File: src/dq_pkg.sv
// Shared types and codes for the double-ended queue core.
// Request and response payload structs, command and status codes.
// No dependencies.
`timescale 1ns / 1ps

package dq_pkg;

    localparam int DataWidth = 32;

    // Command codes
    localparam logic [2:0] CMD_PUSH_BACK  = 3'd0;
    localparam logic [2:0] CMD_PUSH_FRONT = 3'd1;
    localparam logic [2:0] CMD_POP_FRONT  = 3'd2;
    localparam logic [2:0] CMD_POP_BACK   = 3'd3;
    localparam logic [2:0] CMD_QUERY      = 3'd4;

    // Status codes
    localparam logic [1:0] ST_OK        = 2'd0;
    localparam logic [1:0] ST_POP_EMPTY = 2'd1;
    localparam logic [1:0] ST_PUSH_FULL = 2'd2;

    typedef struct packed {
        logic [2:0]                  command;
        logic signed [DataWidth-1:0] push_value;
    } t_dq_req;

    typedef struct packed {
        logic [1:0]                  status;
        logic signed [DataWidth-1:0] front_value;
        logic signed [DataWidth-1:0] back_value;
        logic [4:0]                  occupancy;
        logic                        is_empty;
    } t_dq_rsp;

endpackage

File: src/double_ended_queue_core.sv
// Bounded double-ended queue core: ring of DEPTH signed 32-bit entries.
// A request accepted in S_IDLE is read back from the RAM in S_READ; its result is strobed in S_DONE.
// busy stays high through S_READ and S_DONE: a new request is taken only once
// the write / read / report sequence around the single entry RAM is through.
// Reset (synchronous, active low) empties the queue; the RAM keeps its contents.
// The receiver cannot stall: each result is shown for one cycle only.
`timescale 1ns / 1ps

module double_ended_queue_core
    import dq_pkg::*;
#(
    parameter int DEPTH = 16
) (
    input  logic    i_clk,
    input  logic    i_rst_n,
    input  logic    start,
    output logic    busy,
    input  t_dq_req i_req,
    output logic    o_valid,
    output t_dq_rsp o_rsp
);

    localparam int PW = $clog2(DEPTH);      // pointer width
    localparam int CW = $clog2(DEPTH + 1);  // count width, holds DEPTH itself

    typedef enum logic [2:0] {
        S_IDLE = 3'b001,
        S_READ = 3'b010,
        S_DONE = 3'b100
    } t_state;

    t_state          r_state, n_state;
    logic [PW-1:0]   r_head, n_head;
    logic [PW-1:0]   r_tail, n_tail;
    logic [CW-1:0]   r_count, n_count;
    logic [1:0]      r_status, n_status;

    // RAM ports: write side driven at the accept edge, read side in S_READ
    logic            w_we;
    logic [PW-1:0]   w_waddr;
    logic            w_re;
    logic signed [DataWidth-1:0] w_front, w_back;

    logic            w_accept;
    logic            w_full;
    logic            w_empty;
    logic [PW-1:0]   w_head_prev, w_head_next;
    logic [PW-1:0]   w_tail_prev, w_tail_next;

    function automatic logic [PW-1:0] ring_next(input logic [PW-1:0] p);
        return (p == PW'(DEPTH - 1)) ? '0 : p + 1'b1;
    endfunction

    function automatic logic [PW-1:0] ring_prev(input logic [PW-1:0] p);
        return (p == '0) ? PW'(DEPTH - 1) : p - 1'b1;
    endfunction

    assign busy     = (r_state != S_IDLE);
    assign w_accept = start && !busy;
    assign w_full   = (r_count == CW'(DEPTH));
    assign w_empty  = (r_count == '0);

    assign w_head_prev = ring_prev(r_head);
    assign w_head_next = ring_next(r_head);
    assign w_tail_prev = ring_prev(r_tail);
    assign w_tail_next = ring_next(r_tail);

    // Command decode: pointer / count / status update and RAM write at accept, then S_READ and S_DONE.
    always_comb begin
        n_state  = r_state;
        n_head   = r_head;
        n_tail   = r_tail;
        n_count  = r_count;
        n_status = r_status;
        w_we     = 1'b0;
        w_waddr  = r_tail;
        w_re     = 1'b0;

        unique case (r_state)
            S_IDLE: begin
                if (w_accept) begin
                    n_state  = S_READ;
                    n_status = ST_OK;
                    unique case (i_req.command)
                        CMD_PUSH_BACK: begin
                            if (w_full) begin
                                n_status = ST_PUSH_FULL;
                            end else begin
                                w_we    = 1'b1;
                                w_waddr = r_tail;
                                n_tail  = w_tail_next;
                                n_count = r_count + 1'b1;
                            end
                        end
                        CMD_PUSH_FRONT: begin
                            if (w_full) begin
                                n_status = ST_PUSH_FULL;
                            end else begin
                                w_we    = 1'b1;
                                w_waddr = w_head_prev;
                                n_head  = w_head_prev;
                                n_count = r_count + 1'b1;
                            end
                        end
                        CMD_POP_FRONT: begin
                            if (w_empty) begin
                                n_status = ST_POP_EMPTY;
                            end else begin
                                n_head  = w_head_next;
                                n_count = r_count - 1'b1;
                            end
                        end
                        CMD_POP_BACK: begin
                            if (w_empty) begin
                                n_status = ST_POP_EMPTY;
                            end else begin
                                n_tail  = w_tail_prev;
                                n_count = r_count - 1'b1;
                            end
                        end
                        default: begin
                            // query and unused codes leave pointers and count alone
                        end
                    endcase
                end
            end
            S_READ: begin
                // write landed last edge, so reading now sees it
                w_re    = 1'b1;
                n_state = S_DONE;
            end
            S_DONE: begin
                n_state = S_IDLE;
            end
            default: begin
                n_state = S_IDLE;
            end
        endcase
    end

    always_ff @(posedge i_clk) begin
        if (!i_rst_n) begin
            r_state  <= S_IDLE;
            r_head   <= '0;
            r_tail   <= '0;
            r_count  <= '0;
            r_status <= ST_OK;
        end else begin
            r_state  <= n_state;
            r_head   <= n_head;
            r_tail   <= n_tail;
            r_count  <= n_count;
            r_status <= n_status;
        end
    end

    dq_ram #(
        .DEPTH (DEPTH),
        .AW    (PW)
    ) u_ram (
        .i_clk     (i_clk),
        .i_we      (w_we),
        .i_waddr   (w_waddr),
        .i_wdata   (i_req.push_value),
        .i_re      (w_re),
        .i_raddr_a (r_head),
        .i_raddr_b (w_tail_prev),
        .o_rdata_a (w_front),
        .o_rdata_b (w_back)
    );

    // Result: pointers and count are stable through S_READ and S_DONE.
    assign o_valid           = (r_state == S_DONE);
    assign o_rsp.status      = r_status;
    assign o_rsp.front_value = w_empty ? -32'sd1 : w_front;
    assign o_rsp.back_value  = w_empty ? -32'sd1 : w_back;
    assign o_rsp.occupancy   = 5'(r_count);
    assign o_rsp.is_empty    = w_empty;

endmodule

File: src/dq_ram.sv
// Entry store of the queue: one write port, two registered read ports.
// Depends on dq_pkg for the data width.
`timescale 1ns / 1ps

module dq_ram
    import dq_pkg::*;
#(
    parameter int DEPTH = 16,
    parameter int AW    = 4
) (
    input  logic                        i_clk,
    input  logic                        i_we,
    input  logic [AW-1:0]               i_waddr,
    input  logic signed [DataWidth-1:0] i_wdata,
    input  logic                        i_re,
    input  logic [AW-1:0]               i_raddr_a,
    input  logic [AW-1:0]               i_raddr_b,
    output logic signed [DataWidth-1:0] o_rdata_a,
    output logic signed [DataWidth-1:0] o_rdata_b
);

    logic signed [DataWidth-1:0] r_mem [DEPTH];
    logic signed [DataWidth-1:0] r_rdata_a;
    logic signed [DataWidth-1:0] r_rdata_b;

    always_ff @(posedge i_clk) begin
        if (i_we) begin
            r_mem[i_waddr] <= i_wdata;
        end
        if (i_re) begin
            r_rdata_a <= r_mem[i_raddr_a];
            r_rdata_b <= r_mem[i_raddr_b];
        end
    end

    assign o_rdata_a = r_rdata_a;
    assign o_rdata_b = r_rdata_b;

endmodule
File: config.mk
export PLATFORM = sky130hd
export DESIGN_NAME = double_ended_queue_core
export DESIGN_NICKNAME = d
export VERILOG_FILES = /design/src/dq_pkg.sv /design/src/double_ended_queue_core.sv /design/src/dq_ram.sv
export SDC_FILE = /design/constraint.sdc
export NUM_CORES = 1
export LEC_CHECK = 0
export BUFFER_PORTS_ARGS = -buffer_cell sky130_fd_sc_hd__buf_2
export CAP_MARGIN = 5
export CORE_MARGIN = 1.5
export CORE_UTILIZATION = 51
export DETAILED_ROUTE_END_ITERATION = 6
export GPL_TIMING_DRIVEN = 0
export PLACE_DENSITY = 0.78
export REMOVE_ABC_BUFFERS = 1
export SLEW_MARGIN = 40
export SYNTH_ARGS = -nofsm -noshare
export SYNTH_HDL_FRONTEND = slang
export SYNTH_SLANG_ARGS = --single-unit
File: constraint.sdc
create_clock -name i_clk -period 7.3 [get_ports i_clk]
set_input_delay 0.73 -clock i_clk [delete_from_list [all_inputs] [get_ports i_clk]]
set_output_delay 0.73 -clock i_clk [all_outputs]
set_load 0.01 [all_outputs]
==> impl_summary.txt <==
----------------------------------------------------
[Yosys]
  Synth area leader ... sky130_fd_sc_hd__edfxtp_1
  Number of unique standard cell types used by synthesis ... 64
  Warnings from Yosys ... 0
  Largest cells by area after synthesis ... sky130_fd_sc_hd__edfxtp_1, sky130_fd_sc_hd__mux4_2, sky130_fd_sc_hd__or2_2
  Sequential fraction of the synthesis area ... 0.658
  Share of flip-flops with an asynchronous set or reset after synthesis ... 0
  Mean post-synth cell area ... 20.1 sq um
  Cell types with the highest counts after synthesis ... sky130_fd_sc_hd__edfxtp_1, sky130_fd_sc_hd__mux4_2, sky130_fd_sc_hd__nand2_1
  Total of flip-flops plus latches after synthesis ... 594
  Top-area cell type share of the netlist area ... 0.645
  Top FF cell, synth ... sky130_fd_sc_hd__edfxtp_1
  Post-Syn Instances ... 1335
  Netlist area before placement ... 0.0268 sq mm
  Most numerous cell in the Yosys netlist ... sky130_fd_sc_hd__edfxtp_1
  Number of enable flip-flop cells after synthesis ... 576

[Drt]
  Vias/cell ... 6.71
  Residual DRC count ... 4
  Detailed-routing iteration count for the pre-antenna-repair pass ... 7
  Routed wirelength normalized by instance count ... 30.4 microns
  DR iter-0 viols ... 2399
  Via total after detailed routing ... 15295
  Detailed-route wire length ... 69300 microns
  Number of nets with antenna violations after detailed routing ... 0

[Clocking]
  Clock Tree Root ... sky130_fd_sc_hd__clkbuf_16
  Level count of the clock H-tree ... 2
  Number of buffers created by CTS ... 58
  Hold bufs inserted after CTS ... 0
  CTS tree ... yes
  Post-CTS setup buffer count ... 0
  Register clock-pin slew on the reported worst setup and hold paths ... 60 ps
  Clock sink total ... 594
  Clock latency on the worst-skew pair ... 640 ps
  Maximum count of clock buffers along a single path ... 3
  Post-CTS Resized ... 0

[Timing]
  Final setup viols ... 0
  Max Clk Rate ... 247 MHz
  Max-slew violations ... 0
  Relative slew slack ... 0.479
  PnR worst setup slack ... 3250 ps
  Minimum clock period ... 4050 ps
  Unrepaired setup endpoints after global routing ... no
  Final Hold Vio Count ... 0
  Fin crit share ... 0.554
  Maximum clock skew at final layout ... 27.9 ps
  Actual slew at the worst max-slew pin ... 781 ps

[Critical path]
  Endpoint required time on the critical path ... 7650 ps
  Category of the worst setup path launch point ... flip-flop
  Critical path data arrival time ... 4400 ps
  Endpoint kind of the worst setup timing path ... flip-flop
  Path type of the worst setup path ... reg2reg
  Biggest fanout along the worst timing path ... 28

[Placed design]
  Worst setup slack before clock tree synthesis ... 2980 ps
  Gp weighted congestion ... 0.800
  Placed wire-length estimate after detailed placement ... 46900 microns
  Number of I/O port buffers ... 111

[Pwr]
  Switching component of the power ... 1.59 mW
  Peak supply drop ... 194 uV
  Total Power Consumption ... 7.26 mW
  Flop pwr share ... 0.521
  Static Leak ... 9.91 nW
  Internal Dissipation ... 5.67 mW
  Clock network power share ... 0.405
  Power density relative to cell area ... 230 mW/mm^2
  Fraction of power consumed by combinational cells ... 0.074
  Fraction of power spent switching nets ... 0.218

[Run]
  Max-Cap Viols ... 0

[Worst hold path]
  Worst Hold Class ... in2reg

[Floorplanning]
  Initial core utilization ... 0.520
  Number of I/O pins ... 112
  Total core area ... 0.0516 sq mm
  Number of rows created at floorplan ... 83
  Height of the chip ... 232 microns
  Horizontal die dimension ... 232 microns
  Full die area ... 0.0540 sq mm

[GRT]
  Maximum number of pins on one net before global-route repair ... 36
  Number of antenna violations at the first check in global routing ... 5
  Global-route wire length before repair ... 103000 microns
  Total routing resource utilization after global routing ... 0.265
  Via count of the first global-routing pass ... 15731
  Total gr overflow ... 0

[Finish]
  Growth of design area from synthesis to finish ... 17.9%
  Final net count ... 1596
  Total area of multi-input combinational cells ... 0.00887 sq mm
  Share of post-route cells with drive strength above 1 ... 0.458
  Filler Cells Inserted ... 3403
  Combined flip-flop and latch cell area ... 0.0177 sq mm

[Run status]
  Run status ... finished, violations left
  Violated checks ... design-rule violations

----------------------------------------------------
==> path summary, 6_finish.rpt <==
kind,from,cells after the start,to,slack (ps)
worst max-delay path,r_head[1]$_SDFFE_PN0P_,12,u_ram.r_mem[2][8]$_DFFE_PP_,3250
worst min register to register,r_status[0]$_SDFFE_PN0P_,2,r_status[0]$_SDFFE_PN0P_,460
worst max register to register,r_head[1]$_SDFFE_PN0P_,12,u_ram.r_mem[2][8]$_DFFE_PP_,3250
worst min-delay path,i_rst_n,3,r_head[2]$_SDFFE_PN0P_,440
==> worst max-delay path, cell delays in order, from the launching register on <==
cell                       delay (ps)
sky130_fd_sc_hd__dfxtp_4          530
sky130_fd_sc_hd__buf_12           270
sky130_fd_sc_hd__inv_1             90
sky130_fd_sc_hd__ha_1             260
sky130_fd_sc_hd__nor2_1           150
sky130_fd_sc_hd__a2111o_1         170
sky130_fd_sc_hd__nand3_1          320
sky130_fd_sc_hd__or2_2            510
sky130_fd_sc_hd__nor3_2           630
sky130_fd_sc_hd__buf_4            290
sky130_fd_sc_hd__buf_4            170
sky130_fd_sc_hd__buf_4            180
sky130_fd_sc_hd__buf_4            160
==> cell usage in the layout, fill, tap and decap left out, types with 6 or more instances in the layout <==
cell,instances
sky130_fd_sc_hd__clkbuf_1,10
sky130_fd_sc_hd__buf_6,7
sky130_fd_sc_hd__buf_8,34
sky130_fd_sc_hd__buf_4,42
sky130_fd_sc_hd__ha_1,7
sky130_fd_sc_hd__clkbuf_16,58
sky130_fd_sc_hd__or2_2,67
sky130_fd_sc_hd__dfxtp_1,14
sky130_fd_sc_hd__buf_2,135
sky130_fd_sc_hd__mux4_2,287
sky130_fd_sc_hd__clkinv_2,11
sky130_fd_sc_hd__mux2i_1,6
sky130_fd_sc_hd__clkinv_1,14
sky130_fd_sc_hd__nand2b_1,7
sky130_fd_sc_hd__buf_16,16
sky130_fd_sc_hd__nor2_1,17
sky130_fd_sc_hd__inv_1,9
sky130_fd_sc_hd__nor2_4,9
sky130_fd_sc_hd__bufinv_16,6
sky130_fd_sc_hd__o21ai_0,14
sky130_fd_sc_hd__nand2_1,84
sky130_fd_sc_hd__a222oi_1,32
sky130_fd_sc_hd__nand3_1,8
sky130_fd_sc_hd__edfxtp_1,576
sky130_fd_sc_hd__nor3_2,7
sky130_fd_sc_hd__buf_12,16
sky130_fd_sc_hd__a21oi_1,21
==> final cells by class <==
type,instances,share of cell area
clock buffer,68,0.0471
multi-input combinational,635,0.280
tap,680,0.0269
antenna,2,0.000158
clock inverter,39,0.0114
sequential,594,0.559
timing repair buffer,250,0.0740
inverter,10,0.00119
==> cells by family (layout without fill, tap and decap cells) <==
family                     Yosys count  in the layout  share of synthesized area
xor gates and xnor gates             7              7                    0.00229
other                                0              2                          0
AOI/OAI and AO/OA                   97             97                     0.0281
muxes                              296            296                      0.245
buffers and inverters              106            367                     0.0178
and+or+nand+nor                    226            226                     0.0443
DFF                                594            594                      0.658
adders and majority gates            9              9                    0.00448
==> flip-flops by register name (all words and copies together) (netlist names) <==
register,count
r_tail,4
r_head,4
u_ram.o_rdata_a,32
r_state,3
r_status,2
u_ram.o_rdata_b,32
r_count,5
u_ram.r_mem,512
==> power groups by stage <==
stage / logic [mW] / clock network, mW / registers (mW)
after floorplan: 0.322 / 0 / 3.87
after global placement: 0.517 / 0 / 3.89
after detailed placement: 0.534 / 0 / 3.85
after CTS: 0.540 / 2.98 / 3.78
after global routing: 0.573 / 3.11 / 3.78
final: 0.536 / 2.94 / 3.78
==> per-stage QoR <==
stage	area (sq um)	utilization	cells	hold slack, ps	setup TNS [ps]
finish	31600	0.613	2278	443	0
global route	31600	0.613	2278	439	0
CTS	31600	0.613	2276	409	0
floorplan	26400	-	1239	476	-769250
global placement	27800	0.538	2030	436	-3841970
detailed placement	29800	0.577	2169	448	0
==> layer usage <==
layer,share of wire,vias to the layer above,GRT usage
met5,0.00046,-,0
met4,0.032,6,0.0942
met3,0.11,173,0.0673
met2,0.49,1044,0.414
met1,0.37,7932,0.364
li1,-,6140,-
Power figures use the tool's default switching activity.
